$ cat src/rtl/core/ipv4p_pkg.sv
// ----------------------------------------------------------------------------
// ipv4p_pkg
// Shared types and character codes for the dotted IPv4 address parser.
// ----------------------------------------------------------------------------
package ipv4p_pkg;

   // Parse phase of the current string
   typedef enum logic [2:0] {
      PH_START,   // expecting the first digit of a part
      PH_ZERO,    // part began with a '0'
      PH_DIGIT,   // inside the digits of a part
      PH_DONE,    // whitespace seen, address settled
      PH_FAIL     // malformed, wait for the terminator
   } phase_type;

   typedef enum logic [1:0] {
      RADIX_DEC,
      RADIX_OCT,
      RADIX_HEX
   } radix_type;

   // Character codes
   localparam logic [7:0] CH_NUL   = 8'h00;
   localparam logic [7:0] CH_DOT   = 8'h2E;
   localparam logic [7:0] CH_SPACE = 8'h20;
   localparam logic [7:0] CH_TAB   = 8'h09;
   localparam logic [7:0] CH_CR    = 8'h0D;
   localparam logic [7:0] CH_D0    = 8'h30;
   localparam logic [7:0] CH_D9    = 8'h39;
   localparam logic [7:0] CH_LX    = 8'h78;
   localparam logic [7:0] CH_UX    = 8'h58;
   localparam logic [7:0] CH_LA    = 8'h61;
   localparam logic [7:0] CH_LF_   = 8'h66;
   localparam logic [7:0] CH_UA    = 8'h41;
   localparam logic [7:0] CH_UF    = 8'h46;

   // Range limits for the last part, by number of earlier parts
   localparam logic [31:0] LIMIT_24 = 32'h00FF_FFFF;
   localparam logic [31:0] LIMIT_16 = 32'h0000_FFFF;
   localparam logic [31:0] LIMIT_8  = 32'h0000_00FF;

   localparam int unsigned NUM_EARLIER = 3;

   // Complete parser state
   typedef struct packed {
      phase_type                     phase;
      logic [31:0]                   accum;
      radix_type                     radix;
      logic [1:0]                    part_count;
      logic [NUM_EARLIER-1:0][7:0]   parts;
      logic [NUM_EARLIER-1:0]        too_big;
   } parse_state_type;

   // Result of one character step
   typedef struct packed {
      logic        emit;
      logic        ok;
      logic [31:0] address;
   } step_result_type;

endpackage

$ cat src/rtl/core/ipv4_dotted_address_parser.sv
// ----------------------------------------------------------------------------
// ipv4_dotted_address_parser
// Streaming inet_aton style IPv4 address parser, one character per word.
//
// Feed the string one character per word on the req_ channel, ending with a
// NUL. Parts may be decimal, octal (leading 0) or hex (leading 0x); one to
// four parts are accepted. On each NUL one rsp_ word is returned with
// rsp_valid_res and the address (first of two or more parts in bits 31:24),
// or all ones if the string was malformed; the parser then starts over. One
// character is taken every cycle while req_stall is low. A NUL accepted into
// the input register is parsed out of it and loads the result register,
// which drives rsp_valid and holds the word until it is taken.
// req_stall rises only when a NUL sits in the input register while the result
// register still holds a stalled word.
// ----------------------------------------------------------------------------
module ipv4_dotted_address_parser (
   input  logic        clock,
   input  logic        reset,
   // character input
   input  logic        req_valid,
   output logic        req_stall,
   input  logic [7:0]  req_ch,
   // parse result
   output logic        rsp_valid,
   input  logic        rsp_stall,
   output logic        rsp_valid_res,
   output logic [31:0] rsp_address
);

   logic                        in_valid_ff;
   logic [7:0]                  in_ch_ff;
   ipv4p_pkg::parse_state_type  state_ff;
   ipv4p_pkg::parse_state_type  state_in;
   ipv4p_pkg::step_result_type  step_res;
   logic                        out_valid_ff;
   logic                        out_ok_ff;
   logic [31:0]                 out_addr_ff;
   logic                        out_free;
   logic                        advance;

   ipv4p_step u_step (
      .cur    (state_ff),
      .ch     (in_ch_ff),
      .nxt    (state_in),
      .result (step_res)
   );

   // Input word may move on unless it produces a result the output can't take
   assign out_free  = !out_valid_ff || !rsp_stall;
   assign advance   = in_valid_ff && (!step_res.emit || out_free);
   assign req_stall = in_valid_ff && !advance;

   // Input register
   always_ff @(posedge clock) begin
      if (reset) begin
         in_valid_ff <= 1'b0;
      end else if (!req_stall) begin
         in_valid_ff <= req_valid;
      end
      if (!req_stall && req_valid) begin
         in_ch_ff <= req_ch;
      end
   end

   // Parser state
   always_ff @(posedge clock) begin
      if (reset) begin
         state_ff.phase      <= ipv4p_pkg::PH_START;
         state_ff.accum      <= '0;
         state_ff.radix      <= ipv4p_pkg::RADIX_DEC;
         state_ff.part_count <= '0;
         state_ff.parts      <= '0;
         state_ff.too_big    <= '0;
      end else if (advance) begin
         state_ff <= state_in;
      end
   end

   // Result register
   always_ff @(posedge clock) begin
      if (reset) begin
         out_valid_ff <= 1'b0;
      end else if (advance && step_res.emit) begin
         out_valid_ff <= 1'b1;
      end else if (!rsp_stall) begin
         out_valid_ff <= 1'b0;
      end
      if (advance && step_res.emit) begin
         out_ok_ff   <= step_res.ok;
         out_addr_ff <= step_res.address;
      end
   end

   assign rsp_valid     = out_valid_ff;
   assign rsp_valid_res = out_ok_ff;
   assign rsp_address   = out_addr_ff;

   // A failed parse always reports all ones
   a_fail_all_ones : assert property (@(posedge clock) disable iff (reset)
      (rsp_valid && !rsp_valid_res) |-> (rsp_address == 32'hFFFF_FFFF))
      else $error("failed parse without all-ones address");

   // Input only backs up behind a stalled result
   a_stall_cause : assert property (@(posedge clock) disable iff (reset)
      req_stall |-> (rsp_valid && rsp_stall && in_valid_ff))
      else $error("input stalled without a blocked result");

   // Failure is sticky until the terminator
   a_fail_sticky : assert property (@(posedge clock) disable iff (reset)
      (advance && (in_ch_ff != ipv4p_pkg::CH_NUL) &&
       (state_ff.phase == ipv4p_pkg::PH_FAIL)) |=> (state_ff.phase == ipv4p_pkg::PH_FAIL))
      else $error("parser left the failed phase before NUL");

   // A terminator always rearms the parser
   a_rearm : assert property (@(posedge clock) disable iff (reset)
      (advance && (in_ch_ff == ipv4p_pkg::CH_NUL)) |=>
         (state_ff.phase == ipv4p_pkg::PH_START) && (state_ff.part_count == 2'd0))
      else $error("parser not rearmed after NUL");

endmodule

$ cat src/rtl/core/ipv4p_step.sv
// ----------------------------------------------------------------------------
// ipv4p_step
// Combinational parse step: given the parser state and one character,
// produces the next state and, on a NUL, the finished address.
// ----------------------------------------------------------------------------
module ipv4p_step (
   input  ipv4p_pkg::parse_state_type  cur,
   input  logic [7:0]                  ch,
   output ipv4p_pkg::parse_state_type  nxt,
   output ipv4p_pkg::step_result_type  result
);

   logic        ch_dec;
   logic        ch_ws;
   logic        ch_hex_letter;
   logic [3:0]  digit_val;
   logic [3:0]  hex_val;
   logic [31:0] mul_accum;
   logic        asm_ok;
   logic [31:0] asm_addr;

   // Character classes
   always_comb begin
      ch_dec        = (ch >= ipv4p_pkg::CH_D0) && (ch <= ipv4p_pkg::CH_D9);
      ch_ws         = (ch == ipv4p_pkg::CH_SPACE) ||
                      ((ch >= ipv4p_pkg::CH_TAB) && (ch <= ipv4p_pkg::CH_CR));
      digit_val     = ch[3:0];
      ch_hex_letter = ((ch >= ipv4p_pkg::CH_LA) && (ch <= ipv4p_pkg::CH_LF_)) ||
                      ((ch >= ipv4p_pkg::CH_UA) && (ch <= ipv4p_pkg::CH_UF));
      // 'a'..'f' and 'A'..'F' have low nibble 1..6
      hex_val       = ch[3:0] + 4'd9;
   end

   // accum * radix from shifts and at most one add (digit added below)
   always_comb begin
      case (cur.radix)
         ipv4p_pkg::RADIX_HEX: mul_accum = {cur.accum[27:0], 4'b0000};
         ipv4p_pkg::RADIX_OCT: mul_accum = {cur.accum[28:0], 3'b000};
         default:              mul_accum = {cur.accum[28:0], 3'b000} +
                                           {cur.accum[30:0], 1'b0};
      endcase
   end

   // Address assembly from the closed parts and the current value
   always_comb begin
      case (cur.part_count)
         2'd0: begin
            asm_ok   = 1'b1;
            asm_addr = cur.accum;
         end
         2'd1: begin
            asm_ok   = (cur.accum <= ipv4p_pkg::LIMIT_24) && !cur.too_big[0];
            asm_addr = cur.accum | {cur.parts[0], 24'd0};
         end
         2'd2: begin
            asm_ok   = (cur.accum <= ipv4p_pkg::LIMIT_16) && (cur.too_big[1:0] == 2'b00);
            asm_addr = cur.accum | {cur.parts[0], cur.parts[1], 16'd0};
         end
         default: begin
            asm_ok   = (cur.accum <= ipv4p_pkg::LIMIT_8) && (cur.too_big == 3'b000);
            asm_addr = cur.accum | {cur.parts[0], cur.parts[1], cur.parts[2], 8'd0};
         end
      endcase
   end

   // Next state
   always_comb begin
      nxt = cur;
      if (ch == ipv4p_pkg::CH_NUL) begin
         nxt.phase      = ipv4p_pkg::PH_START;
         nxt.accum      = '0;
         nxt.radix      = ipv4p_pkg::RADIX_DEC;
         nxt.part_count = '0;
         nxt.parts      = '0;
         nxt.too_big    = '0;
      end else begin
         case (cur.phase)
            ipv4p_pkg::PH_START: begin
               if (!ch_dec) begin
                  nxt.phase = ipv4p_pkg::PH_FAIL;
               end else if (ch == ipv4p_pkg::CH_D0) begin
                  nxt.accum = '0;
                  nxt.radix = ipv4p_pkg::RADIX_OCT;
                  nxt.phase = ipv4p_pkg::PH_ZERO;
               end else begin
                  nxt.accum = {28'd0, digit_val};
                  nxt.radix = ipv4p_pkg::RADIX_DEC;
                  nxt.phase = ipv4p_pkg::PH_DIGIT;
               end
            end
            ipv4p_pkg::PH_ZERO, ipv4p_pkg::PH_DIGIT: begin
               nxt.phase = ipv4p_pkg::PH_DIGIT;
               if ((cur.phase == ipv4p_pkg::PH_ZERO) &&
                   ((ch == ipv4p_pkg::CH_LX) || (ch == ipv4p_pkg::CH_UX))) begin
                  nxt.radix = ipv4p_pkg::RADIX_HEX;
               end else if (ch_dec) begin
                  // in the zero phase radix is octal, so this is accum*8
                  nxt.accum = mul_accum + {28'd0, digit_val};
               end else if ((cur.phase == ipv4p_pkg::PH_DIGIT) &&
                            (cur.radix == ipv4p_pkg::RADIX_HEX) && ch_hex_letter) begin
                  nxt.accum = {cur.accum[27:0], hex_val};
               end else if (ch == ipv4p_pkg::CH_DOT) begin
                  // close a part
                  if (cur.part_count == 2'd3) begin
                     nxt.phase = ipv4p_pkg::PH_FAIL;
                  end else begin
                     for (int i = 0; i < ipv4p_pkg::NUM_EARLIER; i++) begin
                        if (cur.part_count == 2'(i)) begin
                           nxt.parts[i]   = cur.accum[7:0];
                           nxt.too_big[i] = cur.too_big[i] | (cur.accum > 32'd255);
                        end
                     end
                     nxt.part_count = cur.part_count + 2'd1;
                     nxt.accum      = '0;
                     nxt.radix      = ipv4p_pkg::RADIX_DEC;
                     nxt.phase      = ipv4p_pkg::PH_START;
                  end
               end else if (ch_ws) begin
                  if (asm_ok) begin
                     nxt.accum = asm_addr;
                     nxt.phase = ipv4p_pkg::PH_DONE;
                  end else begin
                     nxt.phase = ipv4p_pkg::PH_FAIL;
                  end
               end else begin
                  nxt.phase = ipv4p_pkg::PH_FAIL;
               end
            end
            ipv4p_pkg::PH_DONE: begin
               nxt.phase = ipv4p_pkg::PH_DONE;
            end
            default: begin
               nxt.phase = ipv4p_pkg::PH_FAIL;
            end
         endcase
      end
   end

   // Result on the terminator
   always_comb begin
      result.emit = (ch == ipv4p_pkg::CH_NUL);
      case (cur.phase)
         ipv4p_pkg::PH_DONE:                      result.ok = 1'b1;
         ipv4p_pkg::PH_ZERO, ipv4p_pkg::PH_DIGIT: result.ok = asm_ok;
         default:                                 result.ok = 1'b0;
      endcase
      if (!result.ok) begin
         result.address = '1;
      end else if (cur.phase == ipv4p_pkg::PH_DONE) begin
         result.address = cur.accum;
      end else begin
         result.address = asm_addr;
      end
   end

endmodule
$ cat config.mk
export PLATFORM = sky130hd
export DESIGN_NAME = ipv4_dotted_address_parser
export DESIGN_NICKNAME = d
export VERILOG_FILES = /design/src/rtl/core/ipv4p_pkg.sv /design/src/rtl/core/ipv4_dotted_address_parser.sv /design/src/rtl/core/ipv4p_step.sv
export SDC_FILE = /design/constraint.sdc
export NUM_CORES = 1
export LEC_CHECK = 0
export BUFFER_PORTS_ARGS = -buffer_cell sky130_fd_sc_hd__buf_2
export CORE_MARGIN = 3
export CORE_UTILIZATION = 35
export DETAILED_ROUTE_END_ITERATION = 10
export SKIP_CTS_REPAIR_TIMING = 1
export SYNTH_ARGS = -nofsm -noshare
export SYNTH_HDL_FRONTEND = slang
export SYNTH_SLANG_ARGS = --single-unit
export TNS_END_PERCENT = 5
$ cat constraint.sdc
create_clock -name clock -period 6.5 [get_ports clock]
set_input_delay 1.3 -clock clock [delete_from_list [all_inputs] [get_ports clock]]
set_output_delay 1.3 -clock clock [all_outputs]
set_load 0.05 [all_outputs]
# ---- Word level (Yosys, flattened, before mapping)
# Cells that the tools add are included.
dict set report op_classes {
  add_sub_neg 4
  magnitude_cmp 12
  n_eq_ne 27
  n_mux 37
  bitwise_logic 6
  n_reduce_logical 43
}
# op n
set op_table {}
lappend op_table {{$mux 32} 5}
lappend op_table {{$or 32x32->32} 3}
lappend op_table {{$pmux 32 s3} 1}
lappend op_table {{$mux 31} 3}
lappend op_table {{$mux 35} 2}
lappend op_table {{$pmux 34 s2} 1}
lappend op_table {{$mux 66} 1}
lappend op_table {{$pmux 32 s2} 1}
lappend op_table {{$mux 63} 1}
lappend op_table {{$mux 29} 2}
lappend op_table {{$mux 36} 1}
lappend op_table {{$mux 34} 1}
lappend op_table {{$add 32x32->32} 1}
lappend op_table {{$add 32x4->32} 1}
lappend op_table {{$gt 32x8->1 const B} 1}
lappend op_table {{$le 32x16->1 const B} 1}
lappend op_table {{$le 32x24->1 const B} 1}
lappend op_table {{$le 32x8->1 const B} 1}
lappend op_table {{$eq 8x6->1 const B} 3}
lappend op_table {{$mux 8} 3}
lappend op_table {{$reduce_and 8->1} 3}
lappend op_table {{$reduce_and 7->1} 3}
lappend op_table {{$mux 3} 6}
lappend op_table {{$eq 8x7->1 const B} 2}
lappend op_table {{other kinds (36)} 81}
dict set report totals {
  reg_bits 109
}

# ---- Logic depth before layout (Yosys ltp)
dict set report depth {
  ltp_word 11
  mapped_depth 21
  mapped_depth_nobuf 13
}

# ---- Modules after synthesis
# Synthesis repeated with hierarchy kept, for this count alone.
dict set report hier_totals {
  hier_cells 1271
  area_unflattened_um2 10048.4
}
# mod instances cells_each area_per_inst_um2
set by_module_without_submodules {}
lappend by_module_without_submodules {ipv4p_step 1 933 5799.3}
lappend by_module_without_submodules {ipv4_dotted_address_parser 1 338 4249.1}

# ---- Least setup slack after synthesis
# OpenSTA, ideal clock, no wires.
dict set report synth_path {
  kind {register to register}
  startpoint {register state_ff[29] in the netlist's numbering}
  endpoint {register state_ff[62] in the netlist's numbering}
  arrival_time_ns 4.358
  required_time_ns 6.367
  setup_slack_ns 2.009
  path_stages_with_launch 22
  n_path_buf 8
  cell_sequence {dfxtp_1 > inv_1 > ha_1 > buf_2 > buf_2 > buf_2 > buf_2 > buf_1 > clkbuf_1 > clkbuf_1 > and2_1 > ha_1 > fa_1 > a21oi_1 > or3_1 > nor4_1 > and4_1 > buf_2 > nor4b_1 > nand4_1 > mux2i_1 > o211ai_1}
}
dict set report synth_between {
  elab_chain_len 8
  elab_cells_between_ends 15
  cone_classes {1 x add/sub; 5 x eq/ne; 6 x mux; 3 x reduce/logical}
}
# element line
set synth_lines {}
lappend synth_lines {{from (decl)} ipv4_dotted_address_parser.sv:32} ;# ipv4p_pkg::parse_state_type state_ff;
lappend synth_lines {{from (signal assigned)} ipv4_dotted_address_parser.sv:75} ;# state_ff <= state_in;
lappend synth_lines {{branches (longest 8 deep; another with $add 32x4->32)} --}
# Parallel ways; which one is timed is not known. The select of a mux whose other input is x is not followed.
# A chain may end at the register's enable or synchronous reset.

# ---- Final worst setup path
dict set report layout_path {
  startpoint {register in_ch_ff[0]}
  endpoint {register state_ff[54] in the netlist's numbering}
}
dict set report layout_between {
  elab_chain_len 9
  elab_cells_between_ends 39
  cone_classes {1 x add/sub; 8 x order compare; 9 x eq/ne; 6 x mux; 15 x reduce/logical}
}
# element line
set layout_lines {}
lappend layout_lines {{from (decl)} ipv4_dotted_address_parser.sv:31} ;# logic [7:0] in_ch_ff;
lappend layout_lines {{from (signal assigned)} ipv4_dotted_address_parser.sv:61} ;# in_ch_ff <= req_ch;
lappend layout_lines {{branches (longest 9 deep; another with $add 32x4->32)} --}
# Parallel ways; which one is timed is not known. The select of a mux whose other input is x is not followed.

==> run_summary.xml <==
<?xml version="1.0" encoding="UTF-8"?>
<metrics>
  <group name="floorplan">
    <metric name="row_count" unit="">56</metric>
    <metric name="start_util" unit="%">36.0</metric>
    <metric name="floorplan.io_pins" unit="">47</metric>
    <metric name="floorplan.die.height" unit="um">162</metric>
    <metric name="die_width" unit="um">162</metric>
    <metric name="floorplan.die_area" unit="um^2">26200</metric>
    <metric name="floorplan.core_area" unit="um^2">23700</metric>
  </group>
  <group name="synth">
    <metric name="post_synth_inst_count" unit="">1087</metric>
    <metric name="mappedNetlistNets" unit="">1143</metric>
    <metric name="seq_area_frac_synth" unit="%">30.4</metric>
    <metric name="synth-edff-count" unit="">41</metric>
    <metric name="synth-async-reset-ratio" unit="%">0</metric>
    <metric name="yosys_register_bits" unit="">109</metric>
    <metric name="synth_warnings" unit="">0</metric>
    <metric name="netlist-cell-type-count" unit="">82</metric>
    <metric name="netlist_area_before_placement" unit="um^2">8520</metric>
    <metric name="avgSynthCellArea" unit="um^2">7.84</metric>
    <metric name="postSynth.topFlopCell" unit="">sky130_fd_sc_hd__dfxtp_1</metric>
  </group>
  <group name="sta">
    <metric name="slew_headroom" unit="%">18.5</metric>
    <metric name="timing.final.setup_violations" unit="">0</metric>
    <metric name="maxClockFrequency" unit="MHz">228</metric>
    <metric name="finClkSkew" unit="ns">0.0159</metric>
    <metric name="finalHoldViolCount" unit="">0</metric>
    <metric name="timing.final.ws_setup" unit="ns">2.12</metric>
    <metric name="timing.final.crit_share" unit="%">67.4</metric>
    <metric name="min_period" unit="ns">4.38</metric>
    <metric name="setup-tns-final" unit="ns">0</metric>
    <metric name="finalMaxSlewViolations" unit="">0</metric>
    <metric name="rsz_0062_raised_after_global_routing" unit="">false</metric>
    <metric name="tightest_slew" unit="ns">1.22</metric>
  </group>
  <group name="power">
    <metric name="max-vdd-ir-drop" unit="mV">0.142</metric>
    <metric name="leakage_power" unit="nW">3.11</metric>
    <metric name="power.density" unit="nW/um^2">148</metric>
  </group>
  <group name="place">
    <metric name="placement.setup.worst_slack" unit="ns">2.30</metric>
    <metric name="gpl.final_weighted_congestion" unit="">0.906</metric>
    <metric name="port_buffers" unit="">46</metric>
    <metric name="dp_hpwl" unit="um">19400</metric>
  </group>
  <group name="global_routing">
    <metric name="gr_overflow_total" unit="">0</metric>
    <metric name="groute.layer.met1.usage" unit="%">27.6</metric>
    <metric name="gr-usage-met2" unit="%">30.6</metric>
    <metric name="grt.busiest_layer" unit="">met2</metric>
    <metric name="antenna_violations_before_repair" unit="">0</metric>
    <metric name="largest_net_degree_at_the_start_of_global_routing" unit="">81</metric>
    <metric name="vias_in_the_first_global_route" unit="">7621</metric>
    <metric name="grt_first_pass_wirelength" unit="um">41700</metric>
    <metric name="globalRouteTotalUtil" unit="%">19.5</metric>
    <metric name="grt_util_met3" unit="%">2.37</metric>
  </group>
  <group name="worst_setup_path">
    <metric name="timing.critical_path.fanout_max" unit="">33</metric>
    <metric name="end_kind" unit="">flop</metric>
    <metric name="startpoint_type" unit="">flop</metric>
    <metric name="type_of_the_worst_setup_path" unit="">reg -&gt; reg</metric>
    <metric name="critical_path_required" unit="ns">6.78</metric>
    <metric name="timing.critical_path.arrival" unit="ns">4.65</metric>
  </group>
  <group name="cells_and_area">
    <metric name="final_net_count" unit="">1134</metric>
    <metric name="fraction_of_layout_cells_with_a_size_suffix_above_1" unit="%">9.60</metric>
    <metric name="areaGrowthSynthToFinish" unit="%">8.59</metric>
    <metric name="antenna_cells_inserted" unit="">0</metric>
    <metric name="filler_cell_count" unit="">2470</metric>
  </group>
  <group name="route">
    <metric name="drt-wirelength-per-cell" unit="um">18.4</metric>
    <metric name="drc_errors" unit="">0</metric>
    <metric name="drt-pass1-iter-count" unit="">6</metric>
    <metric name="detailroute.via_count" unit="">8232</metric>
    <metric name="first_iter_violations" unit="">670</metric>
    <metric name="route.final.wire_length" unit="um">25800</metric>
    <metric name="post_drt_via_cell_ratio" unit="">5.87</metric>
    <metric name="detail-route-antenna-nets" unit="">0</metric>
  </group>
  <group name="run_status">
    <metric name="outcome" unit="">completed</metric>
  </group>
  <group name="clock_tree">
    <metric name="clock_sink_count" unit="">109</metric>
    <metric name="cts_htree_levels" unit="">3</metric>
    <metric name="clock_path_buffers" unit="">2</metric>
    <metric name="tritoncts_clock_tree" unit="">done</metric>
    <metric name="clk_latency" unit="ns">0.35</metric>
    <metric name="cts.clk_slew.worst_paths" unit="ns">0.08</metric>
    <metric name="root_buffer_master" unit="">sky130_fd_sc_hd__clkbuf_16</metric>
    <metric name="cts_inserted_buffers" unit="">9</metric>
  </group>
  <group name="hold_path">
    <metric name="hold_path.class" unit="">reg -&gt; reg</metric>
  </group>
  <group name="flow_run">
    <metric name="max-cap-violations" unit="">0</metric>
  </group>
</metrics>
==> metal layers <==
metal,part of all wire (%),vias up
li1,-,4066
met3,6.0,44
met4,3.4,0
met2,44,297
met5,0,-
met1,46,3825
==> placed cells by master, fill, tap and decap left out, types with 15 or more instances in the layout <==
cell	count
sky130_fd_sc_hd__nand4_1	16
sky130_fd_sc_hd__o21ai_0	53
sky130_fd_sc_hd__a221oi_1	15
sky130_fd_sc_hd__nand3_1	40
sky130_fd_sc_hd__xnor2_1	18
sky130_fd_sc_hd__edfxtp_1	41
sky130_fd_sc_hd__ha_1	41
sky130_fd_sc_hd__a211oi_1	15
sky130_fd_sc_hd__nor2_1	97
sky130_fd_sc_hd__a22oi_1	29
sky130_fd_sc_hd__nand2_1	125
sky130_fd_sc_hd__a21oi_1	140
sky130_fd_sc_hd__nor3_1	19
sky130_fd_sc_hd__buf_2	46
sky130_fd_sc_hd__o211ai_1	19
sky130_fd_sc_hd__dfxtp_1	68
sky130_fd_sc_hd__nand2b_1	17
sky130_fd_sc_hd__inv_1	18
==> sequential cells by signal, summed over array words and instances, names as in the netlist <==
| register | flops |
|---|---|
| rsp_valid | 1 |
| rsp_address | 32 |
| rsp_valid_res | 1 |
| in_ch_ff | 8 |
| state_ff | 66 |
| in_valid_ff | 1 |
==> synthesized netlist by cell type (all sizes together), types with 16 or more instances <==
cell	instances	share of area (%)
a211oi	21	2.4
a21oi	142	8.4
a221oi	16	1.7
a22oi	29	2.6
clkbuf	62	2.7
dfxtp	68	16
edfxtp	41	14
ha	42	6.2
inv	18	0.79
nand2	126	5.6
nand2b	17	1.2
nand3	40	2.3
nand4	16	1.2
nor2	98	4.3
nor3	22	1.5
o211ai	19	1.7
o21ai	68	4.1
xnor2	18	1.9
==> worst max-delay path, cell delays in order (launching register included) <==
cell	delay, ns
sky130_fd_sc_hd__edfxtp_1	0.48
sky130_fd_sc_hd__inv_1	0.12
sky130_fd_sc_hd__ha_1	0.22
sky130_fd_sc_hd__nor3b_1	0.40
sky130_fd_sc_hd__nand2_1	0.77
sky130_fd_sc_hd__o21ai_1	0.72
sky130_fd_sc_hd__a21o_1	0.20
sky130_fd_sc_hd__a2111o_1	0.12
sky130_fd_sc_hd__buf_4	0.26
sky130_fd_sc_hd__inv_1	0.16
sky130_fd_sc_hd__nor2_1	0.55
sky130_fd_sc_hd__a22oi_1	0.19
sky130_fd_sc_hd__o21ai_0	0.10
==> kinds of logic (layout without fill, tap and decap cells) <==
group                      after synthesis  after routing  synth area share [%]
and+or+nand+nor                        406            406                  24.0
AOI/OAI and AO/OA                      393            393                  30.2
xor gates and xnor gates                32             32                  3.29
DFF                                    109            109                  30.4
muxes                                   11             11                  1.31
buffers and inverters                   92             88                  4.19
adders and majority gates               44             44                  6.64
==> report_power, final <==
group | switching [mW] | total [mW] | leakage (nW) | internal [mW]
logic | 0.0340 | 0.0512 | 2.05 | 0.0172
clock network | 0.257 | 0.594 | 0.159 | 0.337
registers | 0.00988 | 0.720 | 0.901 | 0.710
total | 0.301 | 1.36 | 3.11 | 1.06
==> layout make-up <==
class,count,area [um^2],share of cell area [%]
clock inverter,5,62.6,0.676
tap,319,399,4.31
inverter,18,67.6,0.730
clock buffer,11,264,2.85
sequential,109,2590,28.0
timing repair buffer,54,290,3.14
multi-input combinational,886,5580,60.3
==> path summary, 6_finish.rpt <==
| path | start | to | slack, ns | cells after the start |
|---|---|---|---|---|
| hold / removal | state_ff[19]$_SDFFE_PP0P_ | state_ff[19]$_SDFFE_PP0P_ | 0.47 | 2 |
| hold reg to reg | state_ff[19]$_SDFFE_PP0P_ | state_ff[19]$_SDFFE_PP0P_ | 0.47 | 2 |
| setup reg to reg | in_ch_ff[0]$_DFFE_PP_ | state_ff[54]$_SDFFE_PP0P_ | 2.12 | 12 |
| setup / recovery | in_ch_ff[0]$_DFFE_PP_ | state_ff[54]$_SDFFE_PP0P_ | 2.12 | 12 |
==> metrics by stage <==
| step | area, um^2 | utilization, % | instances | hold slack [ns] | power, mW |
|---|---|---|---|---|---|
| 6_report | 9250 | 39.1 | 1402 | 0.473 | 1.36 |
| 5_1_grt | 9250 | 39.1 | 1402 | 0.487 | 1.41 |
| 4_1_cts | 9250 | 39.1 | 1402 | 0.473 | 1.37 |
| 3_5_place_dp | 8920 | 37.7 | 1386 | 0.453 | 0.786 |
| 3_3_place_gp | 8920 | 37.7 | 1386 | 0.455 | 0.786 |
| 2_1_floorplan | 8520 | - | 1087 | 0.432 | 0.770 |
(Power assumes the default switching activity.)
